`src/hw/rtl/max_min_degree_lower_bound_defines.svh`:
```
// Assertion macros for the maximum-minimum-degree lower bound block.
`ifndef MAX_MIN_DEGREE_LOWER_BOUND_DEFINES_SVH
`define MAX_MIN_DEGREE_LOWER_BOUND_DEFINES_SVH

// same-cycle implication, disabled while reset is asserted
`define MMDLB_ASSERT_NOW(label, clk, rst_n, ante, cons) \
	label: assert property (@(posedge clk) disable iff (!(rst_n)) (ante) |-> (cons)) \
		else $error("mmdlb: check failed");

// next-cycle implication, disabled while reset is asserted
`define MMDLB_ASSERT_NEXT(label, clk, rst_n, ante, cons) \
	label: assert property (@(posedge clk) disable iff (!(rst_n)) (ante) |=> (cons)) \
		else $error("mmdlb: check failed");

`endif

```
`src/hw/rtl/mmdlb_pkg.sv`:
```
// Types, constants and the population count shared by the lower bound block.
`timescale 1ns / 1ps

package mmdlb_pkg;

	localparam int unsigned MAX_VERTICES = 64;
	localparam int unsigned DEG_W        = 7;
	localparam int unsigned BOUND_W      = 6;
	localparam logic [BOUND_W-1:0] BOUND_MAX = 6'd63;

	localparam logic MODE_LOAD = 1'b0;
	localparam logic MODE_RUN  = 1'b1;

	typedef enum logic [2:0] {
		ST_IDLE,
		ST_CHECK,
		ST_SWEEP,
		ST_DRAIN,
		ST_OUT
	} state_t;

	function automatic logic [DEG_W-1:0] popcount64(input logic [MAX_VERTICES-1:0] x);
		logic [1:0] l1 [32];
		logic [2:0] l2 [16];
		logic [3:0] l3 [8];
		logic [4:0] l4 [4];
		logic [5:0] l5 [2];
		for (int i = 0; i < 32; i++) begin
			l1[i] = {1'b0, x[2*i]} + {1'b0, x[2*i+1]};
		end
		for (int i = 0; i < 16; i++) begin
			l2[i] = {1'b0, l1[2*i]} + {1'b0, l1[2*i+1]};
		end
		for (int i = 0; i < 8; i++) begin
			l3[i] = {1'b0, l2[2*i]} + {1'b0, l2[2*i+1]};
		end
		for (int i = 0; i < 4; i++) begin
			l4[i] = {1'b0, l3[2*i]} + {1'b0, l3[2*i+1]};
		end
		for (int i = 0; i < 2; i++) begin
			l5[i] = {1'b0, l4[2*i]} + {1'b0, l4[2*i+1]};
		end
		return {1'b0, l5[0]} + {1'b0, l5[1]};
	endfunction

endpackage

```
`src/hw/rtl/max_min_degree_lower_bound.sv`:
```
// Maximum-minimum-degree lower bound over a stored graph and vertex subset.
`timescale 1ns / 1ps

// Load beats (tuser 0) write one adjacency row into the row memory and set or clear
// the vertex's subset bit; they give no result. A run beat (tuser 1) copies the subset
// into a working set and repeatedly sweeps the row memory, one row read a cycle through
// a three-stage read, mask and count pipeline, keeping the first vertex of least degree;
// each sweep removes that vertex and folds its degree into the running maximum. Each
// removal takes a check, a sweep and a pipeline drain; sweeps stop once fewer than two
// members remain.
// The row memory needs no clearing pass: per-row valid bits make unwritten rows read as
// zero. The result waits in an output register, and loads are taken while it waits.

`include "max_min_degree_lower_bound_defines.svh"

module max_min_degree_lower_bound #(
	parameter int unsigned VERTICES = 64
) (
	input  logic        clk,
	input  logic        arst_n,
	input  logic        s_tvalid,
	output logic        s_tready,
	input  logic [71:0] s_tdata,   // vertex[5:0], neighbours[69:6], in_subset[70], zero[71]
	input  logic        s_tuser,   // mode[0]
	output logic        m_tvalid,
	input  logic        m_tready,
	output logic [7:0]  m_tdata    // lower_bound[5:0], zero[7:6]
);

	localparam int unsigned AW = $clog2(VERTICES);

	logic [5:0]                 in_vertex;
	logic [VERTICES-1:0]        in_row;
	logic                       in_subset;
	logic                       in_acc;
	logic                       load_we;

	logic [VERTICES-1:0]        mem [VERTICES];
	logic [VERTICES-1:0]        row_vld_q;
	logic [VERTICES-1:0]        subset_q;
	logic [VERTICES-1:0]        rem_q;
	logic [AW-1:0]              cnt_q;
	mmdlb_pkg::state_t          state_q, state_d;

	logic                       v_s1, v_s2, v_s3;
	logic [VERTICES-1:0]        row_s1;
	logic                       row_vld_s1;
	logic [AW-1:0]              idx_s1, idx_s2, idx_s3;
	logic [VERTICES-1:0]        masked_s2;
	logic                       member_s2, member_s3;
	logic [mmdlb_pkg::DEG_W-1:0] deg_s3;

	logic                       found_q;
	logic [AW-1:0]              best_v_q;
	logic [mmdlb_pkg::DEG_W-1:0] best_d_q;
	logic [mmdlb_pkg::BOUND_W-1:0] max_q;
	logic [mmdlb_pkg::BOUND_W-1:0] sat_d;
	logic                       out_vld_q;
	logic [mmdlb_pkg::BOUND_W-1:0] out_q;

	logic                       two_plus;
	logic                       pipe_empty;
	logic                       issue, start_sweep, do_remove, do_out;

	assign in_vertex = s_tdata[5:0];
	assign in_row    = s_tdata[6 +: VERTICES];
	assign in_subset = s_tdata[70];

	assign s_tready  = (state_q == mmdlb_pkg::ST_IDLE);
	assign in_acc    = s_tvalid && s_tready;
	assign load_we   = in_acc && (s_tuser == mmdlb_pkg::MODE_LOAD)
		&& ({1'b0, in_vertex} < 7'(VERTICES));

	assign two_plus   = (rem_q & (rem_q - VERTICES'(1))) != '0;
	assign pipe_empty = !v_s1 && !v_s2 && !v_s3;
	assign sat_d      = (best_d_q > {1'b0, mmdlb_pkg::BOUND_MAX}) ? mmdlb_pkg::BOUND_MAX
		: best_d_q[mmdlb_pkg::BOUND_W-1:0];

	always_comb begin
		state_d     = state_q;
		issue       = 1'b0;
		start_sweep = 1'b0;
		do_remove   = 1'b0;
		do_out      = 1'b0;
		unique case (state_q)
			mmdlb_pkg::ST_IDLE: begin
				if (in_acc && (s_tuser == mmdlb_pkg::MODE_RUN)) begin
					state_d = mmdlb_pkg::ST_CHECK;
				end
			end
			mmdlb_pkg::ST_CHECK: begin
				if (two_plus) begin
					start_sweep = 1'b1;
					state_d     = mmdlb_pkg::ST_SWEEP;
				end else begin
					state_d = mmdlb_pkg::ST_OUT;
				end
			end
			mmdlb_pkg::ST_SWEEP: begin
				issue = 1'b1;
				if (cnt_q == AW'(VERTICES - 1)) begin
					state_d = mmdlb_pkg::ST_DRAIN;
				end
			end
			mmdlb_pkg::ST_DRAIN: begin
				if (pipe_empty) begin
					do_remove = 1'b1;
					state_d   = mmdlb_pkg::ST_CHECK;
				end
			end
			mmdlb_pkg::ST_OUT: begin
				if (!out_vld_q || m_tready) begin
					do_out  = 1'b1;
					state_d = mmdlb_pkg::ST_IDLE;
				end
			end
			default: state_d = mmdlb_pkg::ST_IDLE;
		endcase
	end

	always_ff @(posedge clk or negedge arst_n) begin
		if (!arst_n) begin
			state_q <= mmdlb_pkg::ST_IDLE;
		end else begin
			state_q <= state_d;
		end
	end

	// row memory: written on loads, read once per cycle during a sweep
	always_ff @(posedge clk) begin
		if (load_we) begin
			mem[in_vertex[AW-1:0]] <= in_row;
		end
		row_s1     <= mem[cnt_q];
		row_vld_s1 <= row_vld_q[cnt_q];
		idx_s1     <= cnt_q;
	end

	always_ff @(posedge clk or negedge arst_n) begin
		if (!arst_n) begin
			row_vld_q <= '0;
			subset_q  <= '0;
			rem_q     <= '0;
			max_q     <= '0;
			cnt_q     <= '0;
			found_q   <= 1'b0;
			v_s1      <= 1'b0;
			v_s2      <= 1'b0;
			v_s3      <= 1'b0;
			out_vld_q <= 1'b0;
		end else begin
			if (load_we) begin
				row_vld_q[in_vertex[AW-1:0]] <= 1'b1;
				subset_q[in_vertex[AW-1:0]]  <= in_subset;
			end
			if (in_acc && (s_tuser == mmdlb_pkg::MODE_RUN)) begin
				rem_q <= subset_q;
				max_q <= '0;
			end
			if (start_sweep) begin
				cnt_q   <= '0;
				found_q <= 1'b0;
			end
			if (issue) begin
				cnt_q <= AW'(cnt_q + 1'b1);
			end
			v_s1 <= issue;
			v_s2 <= v_s1;
			v_s3 <= v_s2;
			if (v_s3 && member_s3 && (!found_q || (deg_s3 < best_d_q))) begin
				found_q <= 1'b1;
			end
			if (do_remove) begin
				rem_q[best_v_q] <= 1'b0;
				if (sat_d > max_q) begin
					max_q <= sat_d;
				end
			end
			if (do_out) begin
				out_vld_q <= 1'b1;
			end else if (m_tready) begin
				out_vld_q <= 1'b0;
			end
		end
	end

	// mask and count stages, best-vertex tracking
	always_ff @(posedge clk) begin
		masked_s2 <= (row_vld_s1 ? row_s1 : '0) & rem_q;
		member_s2 <= rem_q[idx_s1];
		idx_s2    <= idx_s1;
		deg_s3    <= mmdlb_pkg::popcount64(mmdlb_pkg::MAX_VERTICES'(masked_s2));
		member_s3 <= member_s2;
		idx_s3    <= idx_s2;
		if (v_s3 && member_s3 && (!found_q || (deg_s3 < best_d_q))) begin
			best_v_q <= idx_s3;
			best_d_q <= deg_s3;
		end
		if (do_out) begin
			out_q <= max_q;
		end
	end

	assign m_tvalid = out_vld_q;
	assign m_tdata  = {2'b00, out_q};

	`MMDLB_ASSERT_NOW(a_ready_pipe_idle, clk, arst_n, s_tready, pipe_empty)
	`MMDLB_ASSERT_NOW(a_sweep_has_pair, clk, arst_n,
		state_q == mmdlb_pkg::ST_SWEEP, two_plus)
	`MMDLB_ASSERT_NOW(a_remove_has_best, clk, arst_n, do_remove,
		found_q && rem_q[best_v_q])
	`MMDLB_ASSERT_NEXT(a_out_raises_valid, clk, arst_n, do_out, m_tvalid)

endmodule
```
`config.mk`:
```
export PLATFORM = sky130hd
export DESIGN_NAME = max_min_degree_lower_bound
export DESIGN_NICKNAME = d
export VERILOG_FILES = /design/src/hw/rtl/mmdlb_pkg.sv /design/src/hw/rtl/max_min_degree_lower_bound.sv
export VERILOG_INCLUDE_DIRS = /design/src /design/src/hw/rtl
export SDC_FILE = /design/constraint.sdc
export NUM_CORES = 2
export LEC_CHECK = 0
export BUFFER_PORTS_ARGS = -buffer_cell sky130_fd_sc_hd__buf_2
export CAP_MARGIN = 10
export CORE_MARGIN = 1.5
export CORE_UTILIZATION = 55
export DETAILED_ROUTE_END_ITERATION = 16
export PLACE_DENSITY = 0.71
export SLEW_MARGIN = 0
export SYNTH_ARGS = -nofsm -noshare
export SYNTH_HDL_FRONTEND = slang
export SYNTH_SLANG_ARGS = --single-unit
```
`constraint.sdc`:
```
create_clock -name clk -period 13.6 [get_ports clk]
set_clock_uncertainty 0.2 [all_clocks]
set_input_delay 4.08 -clock clk [delete_from_list [all_inputs] [get_ports clk]]
set_output_delay 4.08 -clock clk [all_outputs]
set_load 0.02 [all_outputs]
```
==> out/qor.yml <==
ys_top_cells_by_area: "edfxtp_1 72%, mux4_2 18%, dfrtp_1 3.1%"
synth.avg_cell_area_um2: 24.1
rsz0062_at_grt: "no"
cts_num_sinks: 4483
ys_seq_elements: 4483
mostFrequentLayoutCells: "4115 x edfxtp_1, 1385 x mux4_2, 441 x clkbuf_16"
end_kind: "flip-flop"
wire_per_inst_um: 35.5
area_growth_pct: 12.2
synth_top_area_share: 0.723
drive_above_1_share: 0.323
drtPass1Iterations: 5
period_share: 0.532
start_kind: "input pin"
final_util: 0.620
yosys.area.top_type: "edfxtp_1"
grt_pass1_wl_um: 604000
cp_data_required_time_ps: 14270
place_hpwl_um: 225000
io_buffers: 83
vias: 79600
cts_tree: "yes"
dp_cells: 11100
start_util: 0.553
drv_slew: 0
synth_cell_types: 75
use_met2: 0.432
cts_resized: 0
yosysSeqAreaShare: 0.772
use_met1: 0.381
antenna_found_initial: 49
cts_buffers: 438
peakVddDrop_v: 0.000181
busiest_layer: "met2"
wl_um: 425000
grt_pass1_vias: 81000
cts_hold_buf: 0
met3_usage: 0.0596
dp_worst_setup_slack_ps: 5440
synthFlopType: "edfxtp_1"
fin_nets: 7600
final_cell_count_no_fill: 12000
rows: 204
cap_violations: 0
min_period_ps: 7230
viasPerCell: 6.66
grt_max_degree: 142
worstPathArrival_ps: 7900
power_density_nw_per_um2: 192
ys.warnings.count: 0
async_reset_ff_frac: 0.0473
synth_edf_count: 4115
min_path_type: "flip-flop to flip-flop"
final_common_cell: "edfxtp_1"
crit_type: "input pin to flip-flop"
status: "completed"
die-area_um2: 314000
core-area_um2: 309000
place_area_um2: 177000
grt_overflow: 0
worst_slew_pin_slew_ps: 1300
clkTransAtPathRegs_ps: 60
finalSetupTns_ps: 0
ios: 87
fp.dieW_um: 560
clockBufferDepth: 4
setup_ws_ps: 6370
syn_inst: 7083
power_mw: 36.9
track_usage: 0.273
cts-root-buf: "clkbuf_16"
max_freq_mhz: 138
holdWs_ps: 116
hold_viol_final: 0
path_max_fanout: 25
cts_setup_buffers: 0
first_iter_violations: 11200
clk_latency_ps: 1000
power_leakage_nw: 61.3
drc: 0
die_h_um: 560
postLayoutCellArea_um2: 192000
drtAntennaViolNets: 0
htreeDepth: 5
netlist_area_um2: 171000
setup_viol: 0
max-slew-margin-rel: 0.133
fill_cells: 20000
gp_congestion: 0.925
[path summary, 6_finish.rpt]
path                                from      endpoint  slack (ps)  cells after the start
max reg2reg                masked_s2[59]     deg_s3[6]        7430                     22
max in group asynchronous         arst_n     rem_q[32]        8650                      2
max                             s_tvalid  subset_q[19]        6370                      8
min in group asynchronous         arst_n      max_q[0]        2910                      1
min                            idx_s2[2]     idx_s3[2]         120                      0
min reg2reg                    idx_s2[2]     idx_s3[2]         120                      0
[cells in the mapped netlist, types with 8 or more instances]
cell / number
inv_1: 104
edfxtp_1: 4115
nor2_1: 98
dfxtp_1: 156
a21oi_1: 80
dfrtp_1: 212
ha_1: 28
or2_2: 65
and3_1: 65
mux4_2: 1385
o21ai_0: 17
mux2_2: 62
clkbuf_1: 263
nand2b_1: 12
mux2i_1: 63
nor3_1: 19
nand3_1: 24
or3_1: 24
fa_1: 54
o31ai_1: 8
buf_1: 86
nand2_1: 24
[worst max-delay path, stage by stage]
cell	delay [ps]
buf_2	200
nand2_1	190
nor2_1	290
nand3_1	510
nor2_4	1010
buf_4	580
buf_4	570
mux2_2	390
[where the power goes]
part / switching (mW) / internal [mW]
clock network: 5.19 / 6.88
registers: 0.437 / 15.4
logic: 4.56 / 4.46
total: 10.2 / 26.7
[registers in the layout, summed over array words and instances (netlist names), 7 cells and up]
signal and flops:
rem_q 64, subset_q 64, row_s1 64, mem 4096
row_vld_q 64, best_d_q 7, masked_s2 64, deg_s3 7
[layout make-up]
type	instances	area [um2]	share of cell area
Tap cell	4120	5150	0.0269
Timing Repair Buffer	272	2010	0.0105
Sequential cell	4483	132000	0.689
Clock buffer	543	11600	0.0603
Inverter	104	400	0.00209
Multi-Input combinational cell	2142	37700	0.197
Clock inverter	273	2870	0.0150
Antenna cell	16	40.0	0.000209
[layer usage]
metal / part of all wire / wire length, um / vias up
met5: 0.00034 / 145 / -
met4: 0.039 / 16400 / 20
met3: 0.11 / 45600 / 842
met2: 0.48 / 205000 / 4666
met1: 0.37 / 157000 / 43100
li1: - / - / 31000
[kinds of logic after synthesis]
kind of cell               share of synthesized area
DFF                                            0.772
muxes                                          0.190
buffers and inverters                         0.0102
and+or+nand+nor                               0.0126
AOI/OAI and AO/OA                            0.00563
adders and majority gates                    0.00855
xor gates and xnor gates                    0.000410
other                                      0.0000219
No activity file was read; power rests on OpenSTA's default activity.
